[config.mk]
export PLATFORM = sky130hd
export DESIGN_NAME = line_pixel_generator_flat
export DESIGN_NICKNAME = d
export VERILOG_FILES = /design/src/lpg_pkg.sv /design/src/lpg_channels.sv /design/src/lpg_cfg.sv /design/src/lpg_setup.sv /design/src/lpg_step.sv /design/src/line_pixel_generator.sv /design/src/flat_wrapper.sv
export SDC_FILE = /design/constraint.sdc
export NUM_CORES = 1
export LEC_CHECK = 0
export ABC_AREA = 1
export BUFFER_PORTS_ARGS = -buffer_cell sky130_fd_sc_hd__buf_2
export CORE_MARGIN = 5
export CORE_UTILIZATION = 50
export DETAILED_ROUTE_END_ITERATION = 16
export MAX_ROUTING_LAYER = met4
export PLACE_DENSITY = 0.71
export SYNTH_ARGS = -nofsm -noshare
export SYNTH_HDL_FRONTEND = slang
export SYNTH_SLANG_ARGS = --single-unit
[constraint.sdc]
create_clock -name clk_i -period 5.94 [get_ports clk_i]
set_input_delay 0.594 -clock clk_i [delete_from_list [all_inputs] [get_ports clk_i]]
set_output_delay 0.594 -clock clk_i [all_outputs]
set_load 0.01 [all_outputs]
[src/lpg_pkg.sv]
// shared types and constants of the line pixel generator
package lpg_pkg;

  // default panel size
  localparam int unsigned PANEL_WIDTH_DEF  = 240;
  localparam int unsigned PANEL_HEIGHT_DEF = 320;

  // field widths
  localparam int unsigned COORD_W = 11;
  localparam int unsigned POS_W   = 12;
  localparam int unsigned ERR_W   = 13;
  localparam int unsigned COLOR_W = 16;
  localparam int unsigned ROT_W   = 2;

  // configuration port
  localparam int unsigned PADDR_W = 3;
  localparam int unsigned PDATA_W = 32;
  localparam logic        REG_ROTATION = 1'b0;  // register index, paddr[2]

  // item modes
  localparam logic MODE_START = 1'b0;
  localparam logic MODE_NEXT  = 1'b1;

  // rotation codes
  localparam logic [ROT_W-1:0] ROT_0   = 2'd0;
  localparam logic [ROT_W-1:0] ROT_90  = 2'd1;
  localparam logic [ROT_W-1:0] ROT_180 = 2'd2;
  localparam logic [ROT_W-1:0] ROT_270 = 2'd3;

  // rasterizer state of the line in progress
  typedef struct packed {
    logic                     active;
    logic signed [POS_W-1:0]  major_pos;
    logic signed [POS_W-1:0]  minor_pos;
    logic signed [POS_W-1:0]  major_end;
    logic [POS_W-1:0]         delta_major;
    logic [POS_W-1:0]         delta_minor;
    logic signed [ERR_W-1:0]  error_term;
    logic                     step_down;
    logic                     swapped;
    logic [COLOR_W-1:0]       color;
  } line_t;

  // one emitted pixel
  typedef struct packed {
    logic signed [POS_W-1:0] panel_x;
    logic signed [POS_W-1:0] panel_y;
    logic [COLOR_W-1:0]      pixel_color;
    logic                    last;
  } pixel_t;

endpackage

[src/lpg_channels.sv]
// handshake channels for line requests and emitted pixels
interface lpg_in_if;
  import lpg_pkg::*;
  logic                      valid;
  logic                      ready;
  logic                      mode;
  logic signed [COORD_W-1:0] start_x;
  logic signed [COORD_W-1:0] start_y;
  logic signed [COORD_W-1:0] end_x;
  logic signed [COORD_W-1:0] end_y;
  logic [COLOR_W-1:0]        pen_color;

  modport source (output valid, mode, start_x, start_y, end_x, end_y, pen_color,
                  input ready);
  modport sink   (input valid, mode, start_x, start_y, end_x, end_y, pen_color,
                  output ready);
endinterface

interface lpg_out_if;
  import lpg_pkg::*;
  logic                    valid;
  logic                    ready;
  logic signed [POS_W-1:0] panel_x;
  logic signed [POS_W-1:0] panel_y;
  logic [COLOR_W-1:0]      pixel_color;
  logic                    last;

  modport source (output valid, panel_x, panel_y, pixel_color, last, input ready);
  modport sink   (input valid, panel_x, panel_y, pixel_color, last, output ready);
endinterface

[src/lpg_cfg.sv]
// apb register file holding the rotation setting
module lpg_cfg
  import lpg_pkg::*;
(
  input  logic               clk_i,
  input  logic               rst_ni,
  input  logic               psel,
  input  logic               penable,
  input  logic               pwrite,
  input  logic [PADDR_W-1:0] paddr,
  input  logic [PDATA_W-1:0] pwdata,
  output logic [PDATA_W-1:0] prdata,
  output logic               pready,
  output logic [ROT_W-1:0]   rotation_o
);

  logic [ROT_W-1:0] rotation_q;
  logic             wr_en;

  assign pready = 1'b1;
  assign wr_en  = psel && penable && pwrite && (paddr[2] == REG_ROTATION);

  // rotation register
  always_ff @(posedge clk_i or negedge rst_ni) begin
    if (!rst_ni) begin
      rotation_q <= ROT_0;
    end else if (wr_en) begin
      rotation_q <= pwdata[ROT_W-1:0];
    end
  end

  // read back
  always_comb begin
    prdata = '0;
    if (paddr[2] == REG_ROTATION) begin
      prdata = PDATA_W'(rotation_q);
    end
  end

  assign rotation_o = rotation_q;

endmodule

[src/lpg_setup.sv]
// line setup: axis swap, endpoint ordering and initial error term
module lpg_setup
  import lpg_pkg::*;
(
  input  logic signed [COORD_W-1:0] start_x_i,
  input  logic signed [COORD_W-1:0] start_y_i,
  input  logic signed [COORD_W-1:0] end_x_i,
  input  logic signed [COORD_W-1:0] end_y_i,
  input  logic [COLOR_W-1:0]        pen_color_i,
  output line_t                     line_o
);

  logic signed [POS_W-1:0] ax, ay, bx, by;
  logic signed [POS_W-1:0] dx, dy;
  logic [POS_W-1:0]        adx, ady;
  logic                    steep;
  logic signed [POS_W-1:0] ma, na, mb, nb;   // major/minor of both endpoints
  logic signed [POS_W-1:0] maj0, min0, maj1, min1;
  logic signed [POS_W-1:0] dn;
  logic [POS_W-1:0]        dmaj;

  always_comb begin
    ax = POS_W'(start_x_i);
    ay = POS_W'(start_y_i);
    bx = POS_W'(end_x_i);
    by = POS_W'(end_y_i);

    // absolute deltas decide the major axis
    dx  = bx - ax;
    dy  = by - ay;
    adx = dx[POS_W-1] ? POS_W'(-dx) : dx;
    ady = dy[POS_W-1] ? POS_W'(-dy) : dy;
    steep = ady > adx;

    ma = steep ? ay : ax;
    na = steep ? ax : ay;
    mb = steep ? by : bx;
    nb = steep ? bx : by;

    // order endpoints so the major coordinate increases
    if (ma > mb) begin
      maj0 = mb; min0 = nb; maj1 = ma; min1 = na;
    end else begin
      maj0 = ma; min0 = na; maj1 = mb; min1 = nb;
    end

    dmaj = maj1 - maj0;
    dn   = min1 - min0;

    line_o.active      = 1'b1;
    line_o.major_pos   = maj0;
    line_o.minor_pos   = min0;
    line_o.major_end   = maj1;
    line_o.delta_major = dmaj;
    line_o.delta_minor = dn[POS_W-1] ? POS_W'(-dn) : dn;
    line_o.error_term  = ERR_W'(dmaj >> 1);
    line_o.step_down   = !(min0 < min1);
    line_o.swapped     = steep;
    line_o.color       = pen_color_i;
  end

endmodule

[src/lpg_step.sv]
// one rasterizer step: rotate the current pixel and advance the error term and position
module lpg_step
  import lpg_pkg::*;
#(
  parameter int unsigned PANEL_WIDTH  = PANEL_WIDTH_DEF,
  parameter int unsigned PANEL_HEIGHT = PANEL_HEIGHT_DEF
) (
  input  line_t            line_i,
  input  logic [ROT_W-1:0] rotation_i,
  output pixel_t           pixel_o,
  output line_t            line_o
);

  localparam logic signed [ERR_W-1:0] WIDTH_M1  = ERR_W'(PANEL_WIDTH - 1);
  localparam logic signed [ERR_W-1:0] HEIGHT_M1 = ERR_W'(PANEL_HEIGHT - 1);

  logic signed [ERR_W-1:0] lx, ly, px, py;
  logic signed [ERR_W-1:0] err_dec;
  logic                    fin;

  // rotation mapping of the current pixel
  always_comb begin
    lx  = ERR_W'(line_i.swapped ? line_i.minor_pos : line_i.major_pos);
    ly  = ERR_W'(line_i.swapped ? line_i.major_pos : line_i.minor_pos);
    fin = (line_i.major_pos == line_i.major_end);
    case (rotation_i)
      ROT_90: begin
        px = WIDTH_M1 - ly;
        py = lx;
      end
      ROT_180: begin
        px = WIDTH_M1 - lx;
        py = HEIGHT_M1 - ly;
      end
      ROT_270: begin
        px = ly;
        py = HEIGHT_M1 - lx;
      end
      default: begin
        px = lx;
        py = ly;
      end
    endcase
    pixel_o.panel_x     = px[POS_W-1:0];
    pixel_o.panel_y     = py[POS_W-1:0];
    pixel_o.pixel_color = line_i.color;
    pixel_o.last        = fin;
  end

  // error term and position update
  always_comb begin
    line_o  = line_i;
    err_dec = line_i.error_term - ERR_W'(line_i.delta_minor);
    line_o.error_term = err_dec;
    if (err_dec[ERR_W-1]) begin
      line_o.minor_pos  = line_i.step_down ? line_i.minor_pos - POS_W'(1)
                                           : line_i.minor_pos + POS_W'(1);
      line_o.error_term = err_dec + ERR_W'(line_i.delta_major);
    end
    if (fin) begin
      line_o.active = 1'b0;
    end else begin
      line_o.major_pos = line_i.major_pos + POS_W'(1);
    end
  end

endmodule

[src/line_pixel_generator.sv]
// line pixel generator top level: bresenham rasterizer with rotation mapping
// a next transaction's pixel is registered and appears on the output in the cycle after acceptance
// throughput: one input transaction per cycle while the output is not stalled, set by the single add/compare error step
// start transactions load the line and give no pixel; next transactions while idle give none
// the output register frees in the same cycle it is taken, so input stays open
// reset (rst_ni low, asynchronous) leaves the line idle and rotation at zero
module line_pixel_generator
  import lpg_pkg::*;
#(
  parameter int unsigned PANEL_WIDTH  = PANEL_WIDTH_DEF,
  parameter int unsigned PANEL_HEIGHT = PANEL_HEIGHT_DEF
) (
  input  logic               clk_i,
  input  logic               rst_ni,
  lpg_in_if.sink             in_ch,
  lpg_out_if.source          out_ch,
  input  logic               psel,
  input  logic               penable,
  input  logic               pwrite,
  input  logic [PADDR_W-1:0] paddr,
  input  logic [PDATA_W-1:0] pwdata,
  output logic [PDATA_W-1:0] prdata,
  output logic               pready
);

  logic [ROT_W-1:0] rotation;
  line_t            line_q, line_d;
  line_t            setup_line, step_line;
  pixel_t           step_pixel;
  pixel_t           pix_q, pix_d;
  logic             out_valid_q, out_valid_d;
  logic             accept, emit;

  lpg_cfg u_cfg (
    .clk_i      (clk_i),
    .rst_ni     (rst_ni),
    .psel       (psel),
    .penable    (penable),
    .pwrite     (pwrite),
    .paddr      (paddr),
    .pwdata     (pwdata),
    .prdata     (prdata),
    .pready     (pready),
    .rotation_o (rotation)
  );

  lpg_setup u_setup (
    .start_x_i   (in_ch.start_x),
    .start_y_i   (in_ch.start_y),
    .end_x_i     (in_ch.end_x),
    .end_y_i     (in_ch.end_y),
    .pen_color_i (in_ch.pen_color),
    .line_o      (setup_line)
  );

  lpg_step #(
    .PANEL_WIDTH  (PANEL_WIDTH),
    .PANEL_HEIGHT (PANEL_HEIGHT)
  ) u_step (
    .line_i     (line_q),
    .rotation_i (rotation),
    .pixel_o    (step_pixel),
    .line_o     (step_line)
  );

  // handshake
  assign in_ch.ready = !out_valid_q || out_ch.ready;
  assign accept      = in_ch.valid && in_ch.ready;
  assign emit        = accept && (in_ch.mode == MODE_NEXT) && line_q.active;

  // next line state and output register
  always_comb begin
    line_d      = line_q;
    pix_d       = pix_q;
    out_valid_d = out_valid_q && !out_ch.ready;
    if (accept) begin
      if (in_ch.mode == MODE_START) begin
        line_d = setup_line;
      end else if (line_q.active) begin
        line_d      = step_line;
        pix_d       = step_pixel;
        out_valid_d = 1'b1;
      end
    end
  end

  always_ff @(posedge clk_i or negedge rst_ni) begin
    if (!rst_ni) begin
      line_q      <= '0;
      out_valid_q <= 1'b0;
    end else begin
      line_q      <= line_d;
      out_valid_q <= out_valid_d;
    end
  end

  // pixel payload register
  always_ff @(posedge clk_i) begin
    pix_q <= pix_d;
  end

  assign out_ch.valid       = out_valid_q;
  assign out_ch.panel_x     = pix_q.panel_x;
  assign out_ch.panel_y     = pix_q.panel_y;
  assign out_ch.pixel_color = pix_q.pixel_color;
  assign out_ch.last        = pix_q.last;

  // a transaction that gives no pixel leaves the output empty
  a_no_phantom: assert property (@(posedge clk_i) disable iff (!rst_ni)
    accept && !emit |=> !out_ch.valid)
    else $error("pixel shown for a transaction that gives none");

  // an emitted pixel always reaches the output
  a_emit_shown: assert property (@(posedge clk_i) disable iff (!rst_ni)
    emit |=> out_ch.valid)
    else $error("emitted pixel lost");

  // the final pixel ends the line
  a_last_idle: assert property (@(posedge clk_i) disable iff (!rst_ni)
    emit && step_pixel.last |=> !line_q.active)
    else $error("line still active after its last pixel");

  // error term never rests negative and major position stays in range
  a_err_range: assert property (@(posedge clk_i) disable iff (!rst_ni)
    line_q.active |-> !line_q.error_term[ERR_W-1] && (line_q.major_pos <= line_q.major_end))
    else $error("line state out of range");

endmodule
[src/flat_wrapper.sv]
// flat-port wrapper written by rule: the top's interface ports become plain ports
module line_pixel_generator_flat import lpg_pkg::*;
#(
  parameter int unsigned PANEL_WIDTH  = PANEL_WIDTH_DEF,
  parameter int unsigned PANEL_HEIGHT = PANEL_HEIGHT_DEF
)
  (clk_i, rst_ni, psel, penable, pwrite, paddr, pwdata, prdata, pready, in_ch_valid, in_ch_mode, in_ch_start_x, in_ch_start_y, in_ch_end_x, in_ch_end_y, in_ch_pen_color, in_ch_ready, out_ch_valid, out_ch_panel_x, out_ch_panel_y, out_ch_pixel_color, out_ch_last, out_ch_ready);
  lpg_in_if in_ch_i ();
  lpg_out_if out_ch_i ();
  input  logic clk_i;
  input  logic rst_ni;
  input  logic psel;
  input  logic penable;
  input  logic pwrite;
  input  logic [PADDR_W-1:0] paddr;
  input  logic [PDATA_W-1:0] pwdata;
  output logic [PDATA_W-1:0] prdata;
  output logic pready;
  input wire logic [$bits(in_ch_i.valid)-1:0] in_ch_valid;
  input wire logic [$bits(in_ch_i.mode)-1:0] in_ch_mode;
  input wire logic [$bits(in_ch_i.start_x)-1:0] in_ch_start_x;
  input wire logic [$bits(in_ch_i.start_y)-1:0] in_ch_start_y;
  input wire logic [$bits(in_ch_i.end_x)-1:0] in_ch_end_x;
  input wire logic [$bits(in_ch_i.end_y)-1:0] in_ch_end_y;
  input wire logic [$bits(in_ch_i.pen_color)-1:0] in_ch_pen_color;
  output wire logic [$bits(in_ch_i.ready)-1:0] in_ch_ready;
  output wire logic [$bits(out_ch_i.valid)-1:0] out_ch_valid;
  output wire logic [$bits(out_ch_i.panel_x)-1:0] out_ch_panel_x;
  output wire logic [$bits(out_ch_i.panel_y)-1:0] out_ch_panel_y;
  output wire logic [$bits(out_ch_i.pixel_color)-1:0] out_ch_pixel_color;
  output wire logic [$bits(out_ch_i.last)-1:0] out_ch_last;
  input wire logic [$bits(out_ch_i.ready)-1:0] out_ch_ready;
  assign in_ch_i.valid = in_ch_valid;
  assign in_ch_i.mode = in_ch_mode;
  assign in_ch_i.start_x = in_ch_start_x;
  assign in_ch_i.start_y = in_ch_start_y;
  assign in_ch_i.end_x = in_ch_end_x;
  assign in_ch_i.end_y = in_ch_end_y;
  assign in_ch_i.pen_color = in_ch_pen_color;
  assign in_ch_ready = in_ch_i.ready;
  assign out_ch_valid = out_ch_i.valid;
  assign out_ch_panel_x = out_ch_i.panel_x;
  assign out_ch_panel_y = out_ch_i.panel_y;
  assign out_ch_pixel_color = out_ch_i.pixel_color;
  assign out_ch_last = out_ch_i.last;
  assign out_ch_i.ready = out_ch_ready;
  line_pixel_generator #(.PANEL_WIDTH(PANEL_WIDTH), .PANEL_HEIGHT(PANEL_HEIGHT)) u_core (.clk_i(clk_i), .rst_ni(rst_ni), .in_ch(in_ch_i), .out_ch(out_ch_i), .psel(psel), .penable(penable), .pwrite(pwrite), .paddr(paddr), .pwdata(pwdata), .prdata(prdata), .pready(pready));
endmodule
After elaboration in Yosys (flattened, before gate mapping):

Index checks and enable logic that the tools add are counted.

* register bits after elaboration: 136
* input bits: 103
* output and inout bits: 76

* add/subtract/negate cells: 16
* order comparisons: 3
* eq/ne operators: 7
* multiplexer cells: 26
* bitwise operators: 2
* reductions and logical operators: 14

Operators with widths (count)
* $mux W12: 16
* $mux W92: 2
* $pmux W12 S3: 2
* $neg A12 Y12: 3
* $add A12 B2 Y12 const B: 2
* $gt A12 B12 Y1: 2
* $sub A10 B12 Y12 const A: 2
* $sub A11 B11 Y12: 2
* $sub A12 B12 Y12: 2
* $sub A9 B12 Y12 const A: 2
* $add A13 B12 Y13: 1
* $mux W13: 1
* $sub A13 B12 Y13: 1
* $eq A12 B12 Y1: 1
* $lt A12 B12 Y1: 1
* $sub A12 B2 Y12 const B: 1
* $reduce_and A3 Y1: 3
* $logic_and A1 B1 Y1: 5
* $eq A2 B2 Y1 const B: 2
* $mux W1: 4
* $ne A2 B1 Y1 const B: 2
* $reduce_and A2 Y1: 2
* $logic_not A1 Y1: 3
* $eq A2 B1 Y1 const B: 1
* other kinds (4): 5

Depth between registers and ports, before layout:

* depth in word-level cells: 11
* depth in mapped cells: 62

Cells and area by module:

From an unflattened synthesis, not the netlist that was laid out.

* cell total of the unflattened synthesis: 2438
* area, all modules: 15548.7 um^2

By module, submodules not included
* line_pixel_generator: instances 1, cells an instance 756, area each 6216.0 um^2, sequential area each 3558.4 um^2
* lpg_setup: instances 1, cells an instance 861, area each 4759.6 um^2, sequential area each 0.0 um^2
* lpg_step: instances 1, cells an instance 771, area each 4221.5 um^2, sequential area each 0.0 um^2
* lpg_cfg: instances 1, cells an instance 50, area each 351.6 um^2, sequential area each 50.0 um^2

Least setup slack after synthesis:

OpenSTA, ideal clock, no wires.

* path type: input to register
* from: input port in_ch_end_x[0]
* to: register u_core.line_q[36] (netlist bit)
* setup time: 0.141 ns
* arrival: 7.171 ns
* setup slack: -1.373 ns
* stages on the path: 59
* path buffers: 5
* cell sequence: inv_1 -> ha_1 -> inv_1 -> fa_1 -> nand3_1 -> nand2_1 -> a21o_1 -> a21oi_1 -> o21ai_0 -> a21oi_1 -> nor2_1 -> nor2_1 -> xor2_1 -> xor2_1 -> inv_1 -> ha_1 -> nand2_1 -> inv_1 -> [23 not listed] -> ha_1 -> a21oi_1 -> nand2_1 -> nand2_1 -> nand2_1 -> nand2_1 -> nand2_1 -> nand2_1 -> nand2_1 -> nand3_1 -> nand2_1 -> nand2_1 -> nand4_1 -> o21ai_1 -> inv_1 -> nor2_1 -> xor2_1 -> mux2i_1

* cells in the longest elaborated chain, start to end: 11

Ends and longest elaborated chain
* start: declaration: RTL line flat_wrapper.sv:23 `input wire logic [$bits(in_ch_i.end_x)-1:0] in_ch_end_x;`
* $sub A11 B11 Y12: RTL line lpg_setup.sv:29 `dx = bx - ax;`
* $neg A12 Y12: RTL line lpg_setup.sv:31 `adx = dx[POS_W-1] ? POS_W'(-dx) : dx;`
* $mux W12: RTL line lpg_setup.sv:31
* $gt A12 B12 Y1: RTL line lpg_setup.sv:33 `steep = ady > adx;`
* $mux W12, on equally long branches: RTL line lpg_setup.sv:35, lpg_setup.sv:37
* $gt A12 B12 Y1: RTL line lpg_setup.sv:41 `if (ma > mb) begin`
* $mux W12: RTL line lpg_setup.sv:41
* $sub A12 B12 Y12 (*): RTL line lpg_setup.sv:48 `dn = min1 - min0;`
* $neg A12 Y12: RTL line lpg_setup.sv:55 `line_o.delta_minor = dn[POS_W-1] ? POS_W'(-dn) : dn;`
* $mux W12 (*): RTL line lpg_setup.sv:55
* $mux W92 (*): RTL line line_pixel_generator.sv:77 `if (in_ch.mode == MODE_START) begin`
* end signal: assignment: RTL line line_pixel_generator.sv:92 `line_q <= line_d;`
* end: declaration: RTL line line_pixel_generator.sv:27 `line_t line_q, line_d;`

Mark *: on every way between the ends. The rest lies on a longest branch, timed or not.
A chain may end at the register's enable or synchronous reset.

Worst setup path after layout:

* from: input port in_ch_end_y[0]
* to: register u_core.line_q[17] (netlist bit)

* cells in the longest elaborated chain, start to end: 10

Ends and longest elaborated chain
* start: declaration: RTL line flat_wrapper.sv:24 `input wire logic [$bits(in_ch_i.end_y)-1:0] in_ch_end_y;`
* $sub A11 B11 Y12: RTL line lpg_setup.sv:30 `dy = by - ay;`
* $neg A12 Y12: RTL line lpg_setup.sv:32 `ady = dy[POS_W-1] ? POS_W'(-dy) : dy;`
* $mux W12: RTL line lpg_setup.sv:32
* $gt A12 B12 Y1: RTL line lpg_setup.sv:33
* $mux W12, on equally long branches: RTL line lpg_setup.sv:35, lpg_setup.sv:37
* $gt A12 B12 Y1: RTL line lpg_setup.sv:41
* $mux W12: RTL line lpg_setup.sv:41
* $lt A12 B12 Y1 (*): RTL line lpg_setup.sv:57 `line_o.step_down = !(min0 < min1);`
* $logic_not A1 Y1 (*): RTL line lpg_setup.sv:57
* $mux W92 (*): RTL line line_pixel_generator.sv:77

Marked as above.

==> results.json <==
{
  "place_congestion": 0.985,
  "first_pass_iters": 7,
  "fin_ws_ns": -0.904,
  "cts_made_buffers": 17,
  "clkSlewWorstSetupHoldPaths_ns": 0.07,
  "num_vias": 13400,
  "cts.sinks": 135,
  "clk_latency_ns": 0.43,
  "viasPerCell": 5.30,
  "yosys_warnings": 0,
  "ys_types": 53,
  "placed_area_mm2": 0.0155,
  "yosysMostFrequentCell": "nand2_1",
  "path_buf_inv": 13,
  "track_usage_pct": 27.4,
  "grt_max_degree": 72,
  "drt-total-wl_um": 39000,
  "cp.arrival_ns": 7.19,
  "path_delay_family": "simple AND/OR/NAND/NOR gates",
  "start_util_pct": 50.2,
  "period_minus_slack_ns": 6.84,
  "crit_start": "in_ch_end_y[0]",
  "r2r-start": "u_core.line_q[18]$_DFFE_PN0P_",
  "fp-row-count": 58,
  "synth-edff-count": 41,
  "setup_viol": 32,
  "fin_worst_skew_ns": 0.0218,
  "synth_cells": 1816,
  "max_stage_delay_ns": 0.36,
  "ys_seq_elements": 135,
  "avgSynthCellArea_um2": 6.91,
  "violations": "negative setup slack",
  "drtAntennaViolNets": 0,
  "synth_top_area_share_pct": 18.8,
  "ctsHtreeMaxLevel": 4,
  "syn2layout_area_growth_pct": 38.5,
  "finalCritPeriodShare_pct": 115,
  "drc": 0,
  "hold_viol": 0,
  "drt_iter0_drc": 897,
  "required_ns": 6.29,
  "worst_path_most_repeated_cell": "nand2_2",
  "final_nets": 2390,
  "grt_pass1_wl_um": 62400,
  "core_area_mm2": 0.0250,
  "place_hpwl_um": 29600,
  "clockBufferDepth": 2,
  "die_h_um": 168,
  "cap_violations": 0,
  "io_pins": 179,
  "fmax_ghz": 0.146,
  "end_kind": "flip-flop",
  "worstMarginPinSlew_ns": 1.14,
  "drv_slew": 0,
  "routedWlPerCell_um": 15.4,
  "synthTopCellsByCount": "558 x nand2_1, 234 x inv_1, 148 x o21ai_0",
  "stdcell_area_mm2": 0.0174,
  "antenna_found_initial": 0,
  "dieArea_mm2": 0.0283,
  "cts_root_buffer": "clkbuf_16",
  "die_x_um": 168,
  "cts_tree": "built",
  "grt_pass1_vias": 12800,
  "tns_ns": -17.64,
  "startpoint_type": "primary input",
  "outcome": "complete, but fails checks",
  "antennaDiodeCount": 0,
  "hold_class": "in2async",
  "syn_area_mm2": 0.0125,
  "max_slew_margin_pct": 24.0,
  "synthTopCellsByArea": "dfrtp_1 19%, nand2_1 17%, edfxtp_1 9.8%",
  "cp_max_fo": 8,
  "ctsHoldBuffers": 0,
  "cpMaxStageDelayCell": "fa_2",
  "crit_type": "in2reg",
  "ys.flop_type": "dfrtp_1",
  "seq_area_frac_synth_pct": 28.6,
  "drive_gt1_share_pct": 30.6,
  "rsz0062_at_grt": "yes",
  "numPortBuffers": 115,
  "gr-total-overflow": 0,
  "async_reset_ff_share_pct": 69.6,
  "netlist.top_cell.by_area": "dfrtp_1"
}
==> routing by layer <==
layer  track usage, %  wire length (um)  vias to the layer above
met1             33.8             16100                     6218
met5                -                 0                        -
li1                 -                 -                     6627
met3             3.57              2160                       83
met2             46.9             19500                      458
met4             8.54              1280                        0
==> area by class of cell <==
| class | instances | area, um2 |
|---|---|---|
| Multi-Input combinational cell | 1386 | 8850 |
| Sequential cell | 135 | 3580 |
| Clock inverter | 15 | 225 |
| Clock buffer | 17 | 425 |
| Timing Repair Buffer | 407 | 2950 |
| Inverter | 236 | 916 |
| Tap cell | 330 | 413 |
| Fill cell | 2042 | 7600 |
==> stage by stage <==
step	cells	util [%]	hold slack [ns]	worst slack [ns]
after detailed placement	2463	62.1	0.434	-1.72
after global routing	2526	69.6	0.0713	-1.32
after CTS	2511	67.1	0.0607	-0.796
after floorplan	1845	-	0.298	-0.864
final	2526	69.6	0.0544	-0.904
after global placement	2463	62.1	0.429	-1.46
==> what timing repair did <==
action | in CTS | in global routing
setup endpoints to repair | 38 | 56
hold endpoints to repair | 0 | 0
gates resized for setup | 117 | 117
pin swaps | 86 | 86
cloned | 1 | 2
setup buffers | 18 | 14
==> logic make-up (layout without fill, tap and decap cells) <==
group                      count (synthesis)  count (layout)  share of synthesized area [%]
and+or+nand+nor                          820             821                           27.3
AOI/OAI and AO/OA                        325             325                           14.6
buffers and inverters                    325             675                           11.1
DFF                                      135             135                           28.6
adders and majority gates                104             104                           10.7
xor gates and xnor gates                  89              89                           6.22
muxes                                     16              16                           1.33
other                                      2              31                         0.0599
==> sequential cells by signal, indices dropped and copies added, names as in the netlist <==
signal	cells
u_core.line_q	91
u_core.out_ch.last	1
u_core.out_ch.panel_x	12
u_core.out_ch.panel_y	12
u_core.out_ch.pixel_color	16
u_core.out_ch.valid	1
u_core.u_cfg.rotation_o	2
==> cells in the final DEF (no fill, tap or decap), types with 8 or more instances in the layout <==
cell type | Yosys | layout
o22ai_1 | 13 | 13
dfrtp_1 | 94 | 94
nand3_2 | 5 | 16
mux2i_1 | 11 | 10
o221ai_1 | 10 | 9
buf_6 | 4 | 19
inv_1 | 234 | 214
xor2_1 | 62 | 57
nand2_1 | 558 | 494
a31oi_1 | 9 | 8
o21ai_0 | 148 | 121
nor2_1 | 95 | 90
a21oi_2 | 1 | 11
o21ai_1 | 14 | 19
nand4_1 | 11 | 11
buf_2 | 17 | 111
nand2_4 | 0 | 18
nor3_1 | 13 | 9
o211ai_1 | 16 | 16
conb_1 | 2 | 31
ha_4 | 0 | 22
nand3b_1 | 9 | 9
ha_1 | 98 | 75
nand3_4 | 1 | 12
buf_4 | 33 | 268
nand2_2 | 9 | 55
o21ai_2 | 1 | 16
xnor2_1 | 27 | 22
clkbuf_16 | 0 | 19
edfxtp_1 | 41 | 41
a21oi_1 | 85 | 71
nand3_1 | 95 | 74
inv_2 | 1 | 13
==> final timing paths <==
| path | endpoint | slack, ns | cells past startpoint |
|---|---|---|---|
| max reg2reg | u_core.line_q[28]$_DFFE_PN0P_ | 2.24 | 27 |
| max | u_core.line_q[17]$_DFFE_PN0P_ | -0.90 | 52 |
| min in group clk_i | u_core.line_q[4]$_DFFE_PN0P_ | 0.36 | 3 |
| max in group asynchronous | u_core.line_q[70]$_DFFE_PN0P_ | 4.65 | 2 |
| min | u_core.line_q[48]$_DFFE_PN0P_ | 0.05 | 1 |
| min reg2reg | u_core.out_ch.pixel_color[12]$_DFFE_PP_ | 0.45 | 0 |
Power is not shown: default switching activity piles up to over one toggle a cycle in this logic, so the estimate is an artifact.
